### src/rtl/ase_pkg.sv
// ase_pkg: shared types and codes for the array stack engine
// command and status codes, datapath command and status structs, fsm states
// no dependencies
package ase_pkg;

   localparam int unsigned POS_W  = 5;
   localparam int unsigned WORD_W = 32;

   // command codes on req_command
   localparam logic [2:0] CMD_PUSH    = 3'd0;
   localparam logic [2:0] CMD_POP     = 3'd1;
   localparam logic [2:0] CMD_PEEP    = 3'd2;
   localparam logic [2:0] CMD_CHANGE  = 3'd3;
   localparam logic [2:0] CMD_DISPLAY = 3'd4;

   // status codes on rsp_status
   localparam logic [1:0] RSP_OK       = 2'd0;
   localparam logic [1:0] RSP_OVERFLOW = 2'd1;
   localparam logic [1:0] RSP_UNDER    = 2'd2;
   localparam logic [1:0] RSP_EMPTY    = 2'd3;

   typedef enum logic [2:0] {
      MEM_NONE,
      MEM_WR_TOP,
      MEM_RD_TOP,
      MEM_RD_POS,
      MEM_WR_POS,
      MEM_RD_DISP_FIRST,
      MEM_RD_DISP_NEXT
   } mem_op_type;

   typedef struct packed {
      mem_op_type op;
      logic       emit;
      logic [1:0] status;
      logic       last;
      logic       from_mem;
   } dp_cmd_type;

   typedef struct packed {
      logic empty;
      logic full;
      logic one;
      logic pos_bad;
      logic ptr_zero;
   } dp_status_type;

   typedef enum logic {
      S_IDLE,
      S_DISP
   } state_type;

endpackage

### src/rtl/ase_ram.sv
// ase_ram: generic single write port, single read port ram
// registered read data, no reset on contents; no dependencies
module ase_ram #(
   parameter int unsigned WIDTH = 32,
   parameter int unsigned DEPTH = 16
) (
   input  logic                     clock,
   input  logic                     wr_en,
   input  logic [$clog2(DEPTH)-1:0] wr_addr,
   input  logic [WIDTH-1:0]         wr_data,
   input  logic [$clog2(DEPTH)-1:0] rd_addr,
   output logic [WIDTH-1:0]         rd_data
);

   logic [WIDTH-1:0] mem_ff [DEPTH];
   logic [WIDTH-1:0] rd_data_ff;

   always_ff @(posedge clock) begin
      if (wr_en) begin
         mem_ff[wr_addr] <= wr_data;
      end
      rd_data_ff <= mem_ff[rd_addr];
   end

   assign rd_data = rd_data_ff;

endmodule

### src/rtl/ase_ctrl.sv
// ase_ctrl: command decode and display sequencer for the array stack engine
// drives datapath commands from req_command and datapath status; uses ase_pkg
module ase_ctrl (
   input  logic                  clock,
   input  logic                  reset,
   input  logic                  start,
   output logic                  busy,
   input  logic [2:0]            req_command,
   input  ase_pkg::dp_status_type dp_status,
   output ase_pkg::dp_cmd_type   dp_cmd
);
   import ase_pkg::*;

   state_type state_ff;
   state_type state_in;

   always_ff @(posedge clock) begin
      if (reset) begin
         state_ff <= S_IDLE;
      end else begin
         state_ff <= state_in;
      end
   end

   always_comb begin
      state_in        = state_ff;
      dp_cmd.op       = MEM_NONE;
      dp_cmd.emit     = 1'b0;
      dp_cmd.status   = RSP_OK;
      dp_cmd.last     = 1'b1;
      dp_cmd.from_mem = 1'b0;
      case (state_ff)
         S_IDLE: begin
            if (start) begin
               case (req_command)
                  CMD_PUSH: begin
                     dp_cmd.emit = 1'b1;
                     if (dp_status.full) begin
                        dp_cmd.status = RSP_OVERFLOW;
                     end else begin
                        dp_cmd.op = MEM_WR_TOP;
                     end
                  end
                  CMD_POP: begin
                     dp_cmd.emit = 1'b1;
                     if (dp_status.empty) begin
                        dp_cmd.status = RSP_UNDER;
                     end else begin
                        dp_cmd.op       = MEM_RD_TOP;
                        dp_cmd.from_mem = 1'b1;
                     end
                  end
                  CMD_PEEP: begin
                     dp_cmd.emit = 1'b1;
                     if (dp_status.pos_bad) begin
                        dp_cmd.status = RSP_UNDER;
                     end else begin
                        dp_cmd.op       = MEM_RD_POS;
                        dp_cmd.from_mem = 1'b1;
                     end
                  end
                  CMD_CHANGE: begin
                     dp_cmd.emit = 1'b1;
                     if (dp_status.pos_bad) begin
                        dp_cmd.status = RSP_UNDER;
                     end else begin
                        dp_cmd.op = MEM_WR_POS;
                     end
                  end
                  CMD_DISPLAY: begin
                     dp_cmd.emit = 1'b1;
                     if (dp_status.empty) begin
                        dp_cmd.status = RSP_EMPTY;
                     end else begin
                        dp_cmd.op       = MEM_RD_DISP_FIRST;
                        dp_cmd.from_mem = 1'b1;
                        dp_cmd.last     = dp_status.one;
                        if (!dp_status.one) begin
                           state_in = S_DISP;
                        end
                     end
                  end
                  default: begin
                     // unused codes are dropped with no result
                  end
               endcase
            end
         end
         S_DISP: begin
            dp_cmd.op       = MEM_RD_DISP_NEXT;
            dp_cmd.emit     = 1'b1;
            dp_cmd.from_mem = 1'b1;
            dp_cmd.last     = dp_status.ptr_zero;
            if (dp_status.ptr_zero) begin
               state_in = S_IDLE;
            end
         end
         default: begin
            state_in = S_IDLE;
         end
      endcase
   end

   assign busy = (state_ff != S_IDLE);

endmodule

### src/rtl/ase_dp.sv
// ase_dp: stack datapath, entry count, display pointer, ram and result registers
// executes ase_ctrl commands; uses ase_pkg and ase_ram
module ase_dp #(
   parameter int unsigned STACK_DEPTH = 16
) (
   input  logic                                clock,
   input  logic                                reset,
   input  logic signed [ase_pkg::WORD_W-1:0]   req_value,
   input  logic [ase_pkg::POS_W-1:0]           req_position,
   input  ase_pkg::dp_cmd_type                 dp_cmd,
   output ase_pkg::dp_status_type              dp_status,
   output logic                                rsp_valid,
   output logic signed [ase_pkg::WORD_W-1:0]   rsp_data,
   output logic [1:0]                          rsp_status,
   output logic                                rsp_last
);
   import ase_pkg::*;

   localparam int unsigned AW   = $clog2(STACK_DEPTH);
   localparam int unsigned CW   = $clog2(STACK_DEPTH + 1);
   localparam int unsigned CMPW = (CW > POS_W) ? CW : POS_W;

   logic [CW-1:0]     count_ff;
   logic [CW-1:0]     count_in;
   logic [AW-1:0]     ptr_ff;
   logic [AW-1:0]     ptr_in;
   logic              rsp_valid_ff;
   logic [1:0]        rsp_status_ff;
   logic              rsp_last_ff;
   logic              rsp_mem_ff;

   logic [CMPW-1:0]   pos_ext;
   logic [CMPW-1:0]   cnt_ext;
   logic [CMPW-1:0]   pos_diff;
   logic [AW-1:0]     top_addr;
   logic [AW-1:0]     pos_addr;
   logic              wr_en;
   logic [AW-1:0]     wr_addr;
   logic [AW-1:0]     rd_addr;
   logic [WORD_W-1:0] rd_data;

   assign pos_ext  = CMPW'(req_position);
   assign cnt_ext  = CMPW'(count_ff);
   assign pos_diff = cnt_ext - pos_ext;
   assign top_addr = AW'(count_ff - CW'(1));
   assign pos_addr = AW'(pos_diff);

   assign dp_status.empty    = (count_ff == '0);
   assign dp_status.full     = (count_ff == CW'(STACK_DEPTH));
   assign dp_status.one      = (count_ff == CW'(1));
   assign dp_status.pos_bad  = (req_position == '0) || (pos_ext > cnt_ext);
   assign dp_status.ptr_zero = (ptr_ff == '0);

   always_comb begin
      count_in = count_ff;
      ptr_in   = ptr_ff;
      wr_en    = 1'b0;
      wr_addr  = pos_addr;
      rd_addr  = top_addr;
      case (dp_cmd.op)
         MEM_WR_TOP: begin
            wr_en    = 1'b1;
            wr_addr  = AW'(count_ff);
            count_in = count_ff + CW'(1);
         end
         MEM_RD_TOP: begin
            count_in = count_ff - CW'(1);
         end
         MEM_RD_POS: begin
            rd_addr = pos_addr;
         end
         MEM_WR_POS: begin
            wr_en = 1'b1;
         end
         MEM_RD_DISP_FIRST: begin
            ptr_in = top_addr - AW'(1);
         end
         MEM_RD_DISP_NEXT: begin
            rd_addr = ptr_ff;
            ptr_in  = ptr_ff - AW'(1);
         end
         default: begin
         end
      endcase
   end

   always_ff @(posedge clock) begin
      if (reset) begin
         count_ff     <= '0;
         rsp_valid_ff <= 1'b0;
      end else begin
         count_ff     <= count_in;
         rsp_valid_ff <= dp_cmd.emit;
      end
      ptr_ff        <= ptr_in;
      rsp_status_ff <= dp_cmd.status;
      rsp_last_ff   <= dp_cmd.last;
      rsp_mem_ff    <= dp_cmd.from_mem;
   end

   ase_ram #(
      .WIDTH (WORD_W),
      .DEPTH (STACK_DEPTH)
   ) u_store (
      .clock   (clock),
      .wr_en   (wr_en),
      .wr_addr (wr_addr),
      .wr_data (req_value),
      .rd_addr (rd_addr),
      .rd_data (rd_data)
   );

   assign rsp_valid  = rsp_valid_ff;
   assign rsp_data   = rsp_mem_ff ? rd_data : '0;
   assign rsp_status = rsp_status_ff;
   assign rsp_last   = rsp_last_ff;

   a_count_bound : assert property (@(posedge clock) disable iff (reset)
      count_ff <= CW'(STACK_DEPTH))
      else $error("entry count above depth");

   a_overflow_full : assert property (@(posedge clock) disable iff (reset)
      (rsp_valid_ff && rsp_status_ff == RSP_OVERFLOW) |-> (count_ff == CW'(STACK_DEPTH)))
      else $error("overflow reported with room left");

   a_empty_disp : assert property (@(posedge clock) disable iff (reset)
      (rsp_valid_ff && rsp_status_ff == RSP_EMPTY) |-> (count_ff == '0 && rsp_last_ff))
      else $error("empty display with stored words");

   a_mem_ok : assert property (@(posedge clock) disable iff (reset)
      (rsp_valid_ff && rsp_mem_ff) |-> (rsp_status_ff == RSP_OK))
      else $error("memory word sent with error status");

   a_push_count : assert property (@(posedge clock) disable iff (reset)
      (dp_cmd.op == MEM_WR_TOP) |=> (count_ff == $past(count_ff) + CW'(1)))
      else $error("push did not bump count");

endmodule

### src/rtl/array_stack_engine.sv
// array_stack_engine: top level of a bounded lifo stack of signed 32-bit words
// joins ase_ctrl and ase_dp; uses ase_pkg
//
// usage
//   request channel: drive req_command, req_value, req_position with start high;
//   the beat is taken at a rising edge where start is high and busy is low
//   commands: push, pop, peep (read at position from top, 1 is top), change
//   (overwrite at position), display (every word top to bottom); codes 5 to 7
//   are dropped with no response
//   response channel: rsp_valid marks a beat of rsp_data, rsp_status, rsp_last
//   for exactly one cycle; the receiver cannot stall it
// latency and throughput
//   push, pop, peep and change: response in the cycle after the accept edge,
//   busy stays low, so one command per cycle; read data comes from the
//   store's registered read port
//   display: one beat per stored word on consecutive cycles, with busy high
//   until the last read is issued by the display sequencer
// reset
//   synchronous, clears the entry count and the sequencer; store contents are
//   left undefined and only words below the count are returned
module array_stack_engine #(
   parameter int unsigned STACK_DEPTH = 16
) (
   input  logic               clock,
   input  logic               reset,
   input  logic               start,
   output logic               busy,
   input  logic [2:0]         req_command,
   input  logic signed [31:0] req_value,
   input  logic [4:0]         req_position,
   output logic               rsp_valid,
   output logic signed [31:0] rsp_data,
   output logic [1:0]         rsp_status,
   output logic               rsp_last
);
   import ase_pkg::*;

   // command and status between sequencer and datapath
   dp_cmd_type    dp_cmd;
   dp_status_type dp_status;

   // decode and display sequencer
   ase_ctrl u_ctrl (
      .clock       (clock),
      .reset       (reset),
      .start       (start),
      .busy        (busy),
      .req_command (req_command),
      .dp_status   (dp_status),
      .dp_cmd      (dp_cmd)
   );

   // count, store, pointer and response registers
   ase_dp #(
      .STACK_DEPTH (STACK_DEPTH)
   ) u_dp (
      .clock        (clock),
      .reset        (reset),
      .req_value    (req_value),
      .req_position (req_position),
      .dp_cmd       (dp_cmd),
      .dp_status    (dp_status),
      .rsp_valid    (rsp_valid),
      .rsp_data     (rsp_data),
      .rsp_status   (rsp_status),
      .rsp_last     (rsp_last)
   );

endmodule

### config.mk
export PLATFORM = sky130hd
export DESIGN_NAME = array_stack_engine
export DESIGN_NICKNAME = d
export VERILOG_FILES = /design/src/rtl/ase_pkg.sv /design/src/rtl/ase_ram.sv /design/src/rtl/ase_ctrl.sv /design/src/rtl/ase_dp.sv /design/src/rtl/array_stack_engine.sv
export SDC_FILE = /design/constraint.sdc
export NUM_CORES = 1
export LEC_CHECK = 0
export ABC_AREA = 1
export BUFFER_PORTS_ARGS = -buffer_cell sky130_fd_sc_hd__buf_2
export CELL_PAD_IN_SITES_DETAIL_PLACEMENT = 0
export CELL_PAD_IN_SITES_GLOBAL_PLACEMENT = 1
export CORE_MARGIN = 2
export CORE_UTILIZATION = 30
export DETAILED_ROUTE_END_ITERATION = 16
export MAX_ROUTING_LAYER = met4
export PLACE_DENSITY_LB_ADDON = 0.12
export REMOVE_ABC_BUFFERS = 1
export SYNTH_ARGS = -nofsm -noshare
export SYNTH_HDL_FRONTEND = slang
export SYNTH_SLANG_ARGS = --single-unit
### constraint.sdc
create_clock -name clock -period 3.64 [get_ports clock]
set_input_delay 0.364 -clock clock [delete_from_list [all_inputs] [get_ports clock]]
set_output_delay 0.364 -clock clock [all_outputs]
set_load 0.05 [all_outputs]
==> qor.csv <==
stage,metric,value,unit
synthesis,netlist_area,0.0245,mm²
drt,drt_iter0_drc,814,
power,leakage,0.0122,µW
clock_tree,cts-htree-levels,3,
power,internal_power,13000,µW
critical_path,ff2ff_setup_slack,0.29,ns
synthesis,synthXorXnorAreaFrac,0.00286,
sta,tightest_slew,0.671,ns
floorplanning,core_area,0.0807,mm²
cells_and_area,drive_gt1_frac,0.123,
global_routing,grt-ovfl-total,0,
sta,hold_viol,0,
power,ir_drop,0.386,mV
synthesis,synth_compound_area_frac,0.00878,
power,power_switching,6580,µW
power,power.share.combinational,0.276,
clock_tree,root_buffer,clkbuf_16,
critical_path,ff2ff_path_depth,20,
power,p_per_area,667,mW/mm²
hold_path,whs_path_depth,2,
synthesis,synth_warnings,0,
place,hpwl,41.5,mm
sta,fin_crit,3.35,ns
global_routing,grt_max_degree,98,
drt,wl_per_cell,20.0,µm
power,p_seq_frac,0.382,
critical_path,end_kind,flip-flop,
power,sw_frac_of_total,0.336,
synthesis,syn_avg_cell_area,10.5,µm²
synthesis,ys_seq_elements,559,
floorplanning,die-height,290,µm
cells_and_area,num-nets-final,2488,
synthesis,synth_fa_ha_area_frac,0.00694,
sta,period_share,0.919,
global_routing,grt_pass1_vias,16300,
sta,slew_headroom,0.552,
cells_and_area,seq_area,0.0164,mm²
critical_path,arrival,3.64,ns
floorplanning,initial_core_util,0.304,
critical_path,cp_max_fo,9,
clock_tree,tritoncts,yes,
run_status,outcome,"finished, final reports clean",
synthesis,synth-simple-area-share,0.225,
clock_tree,cts-buffers-inserted,69,
cells_and_area,final_core_util,0.364,
cells_and_area,final_cell_area,0.0293,mm²
synthesis,ys_types,35,
drt,routed_wirelength,71.0,mm
clock_tree,clock_sinks,559,
cells_and_area,multi_input_area,0.00615,mm²
synthesis,syn_inst,2332,
synthesis,ys_seq_area_frac,0.667,
floorplanning,io_pins,80,
place,io_buffers,79,
sta,rsz0062_at_grt,no,
place,placed_cell_area,0.0270,mm²
power,pwr-share-clk,0.343,
synthesis,synth_top_family_by_area,simple AND/OR/NAND/NOR gates,
sta,timing.hold.ws,0.0783,ns
clock_tree,path_clk_slew,0.06,ns
floorplanning,num_rows,104,
critical_path,worstSetupPathType,reg2reg,
clock_tree,clk_latency,0.61,ns
global_routing,antenna_found_initial,1,
place,gp_congestion,0.746,
job,max_cap_viol_count,0,
sta,fmax,299,MHz
sta,skew,0.0288,ns
critical_path,cp.required,3.94,ns
drt,via_per_inst,4.64,
drt,antenna_left,0,
sta,final-setup-viol-count,0,
drt,vias,16500,
global_routing,grt_pass1_wl,107,mm
synthesis,synth_mux_area_frac,0,
clock_tree,clk_path_buf_depth,3,
critical_path,crit_path_start_kind,flip-flop,
cells_and_area,n_fill_cell,8034,
floorplanning,die_w,290,µm
floorplanning,dieArea,0.0840,mm²
drt,dr.pass1.iters,5,
hold_path,hold_path_class,in2reg,
cells_and_area,area_growth,19.7,%
drt,drcViolationCount,0,
global_routing,track_usage,0.172,
sta,slew_violations,0,
[registers in the layout, summed over array words and instances, names as in the netlist]
signal / cells
u_dp.u_store.rd_data: 32
u_dp.cnt_ext: 5
u_ctrl.busy: 1
u_dp.rsp_valid: 1
u_dp.rsp_status: 2
u_dp.rsp_last: 1
u_dp.u_store.mem_ff: 512
u_dp.rsp_mem_ff: 1
u_dp.ptr_ff: 4
[critical path, cell delays in order (launching register included)]
cell     delay, ns
dfxtp_1       0.36
inv_1         0.11
ha_1          0.31
nand2_1       0.07
nor2_1        0.16
nand2_1       0.07
nand3_1       0.09
nand2_1       0.06
nand3_1       0.11
nand3_1       0.11
nand2_1       0.14
inv_1         0.11
nand3_4       0.13
inv_1         0.09
or2_0         0.19
o21ai_0       0.15
nand3_1       0.11
buf_4         0.20
nor2_4        0.13
buf_12        0.15
buf_8         0.20
[cell families after synthesis]
group           Yosys count
compound gates           37
flops                   559
simple gates           1166
fa+ha+maj                13
buf+inv                 549
xor+xnor                  8
[layout by cell type (no fill, tap or decap), types with 4 or more instances in the layout]
master	n
clkinv_1	6
nand3b_1	89
xnor2_1	5
inv_2	4
inv_6	4
nor2_1	12
nand3_1	589
clkinv_2	14
buf_12	52
clkbuf_16	74
buf_2	79
edfxtp_1	516
inv_1	408
nand2_2	4
dfxtp_1	42
a21oi_1	14
nor3_1	6
o21ai_0	10
nor2_4	19
clkbuf_1	17
buf_4	30
ha_1	12
clkbuf_8	10
nand2_1	437
[through the flow]
stage / TNS (ns) / setup slack (ns) / cells / total power (µW)
2_1_floorplan: -417.51 / -7.19 / 2196 / 10700
3_3_place_gp: 0 / 0.235 / 3416 / 13200
3_5_place_dp: 0 / 0.188 / 3416 / 13100
4_1_cts: 0 / 0.279 / 3544 / 19900
5_1_grt: 0 / 0.000655 / 3549 / 20600
6_report: 0 / 0.295 / 3549 / 19600
[Yosys cell counts, drive strengths merged]
master | number | area share
o21a | 2 | 0.00061
clkbuf | 26 | 0.0040
nor4 | 1 | 0.00026
a211oi | 1 | 0.00031
xnor2 | 5 | 0.0018
xor2 | 3 | 0.0011
inv | 413 | 0.063
o31ai | 1 | 0.00031
ha | 12 | 0.0061
buf | 110 | 0.022
nand2 | 442 | 0.068
a21boi | 1 | 0.00031
nand3 | 592 | 0.12
dfxtp | 43 | 0.035
edfxtp | 516 | 0.63
nor2 | 32 | 0.0056
or2 | 1 | 0.00026
o22ai | 2 | 0.00051
nand3b | 89 | 0.027
o21ai | 13 | 0.0027
nor3 | 6 | 0.0012
a21oi | 17 | 0.0041
nand4 | 3 | 0.00077
fa | 1 | 0.00082
[per-layer routing]
metal,vias to the layer above,part of all wire,wire [µm],GRT usage
li1,8011,-,-,-
met1,8107,0.47,33300,0.226
met2,249,0.48,33900,0.279
met3,99,0.030,2120,0.0257
met4,0,0.024,1710,0.0479
met5,-,0,0,-
[area by class of cell]
| cell class | instances | area share |
|---|---|---|
| clock buffers | 99 | 0.0683 |
| multi-input cells | 1224 | 0.209 |
| flip-flops and latches | 559 | 0.558 |
| well taps | 1060 | 0.0452 |
| repair buffers | 165 | 0.0592 |
| clock inverters | 28 | 0.00725 |
| inverters | 413 | 0.0529 |
| diodes | 1 | 0.0000853 |
[path summary, 6_finish.rpt]
path,start,to
worst max-delay path,u_dp.cnt_ext[4],u_dp.u_store.mem_ff[13][13]
worst max register to register,u_dp.cnt_ext[4],u_dp.u_store.mem_ff[13][13]
worst min-delay path,reset,u_dp.cnt_ext[0]
worst min register to register,u_dp.cnt_ext[4],u_dp.cnt_ext[4]
[power by group through the flow]
stage	combinational (µW)	sequential [µW]	clock (µW)
after floorplan	3080	7580	0
after global placement	5560	7610	0
after detailed placement	5530	7610	0
after CTS	5550	7480	6920
after global routing	5970	7500	7140
final	5390	7470	6710
[timing repair]
item,4_1_cts,5_1_grt
hold endpoints to repair,1,0
hold buffers,1,0
buffers inserted,0,1
endpoints found under the setup margin,0,126
gates resized for setup,0,3
No activity file was read; power rests on OpenSTA's default activity.
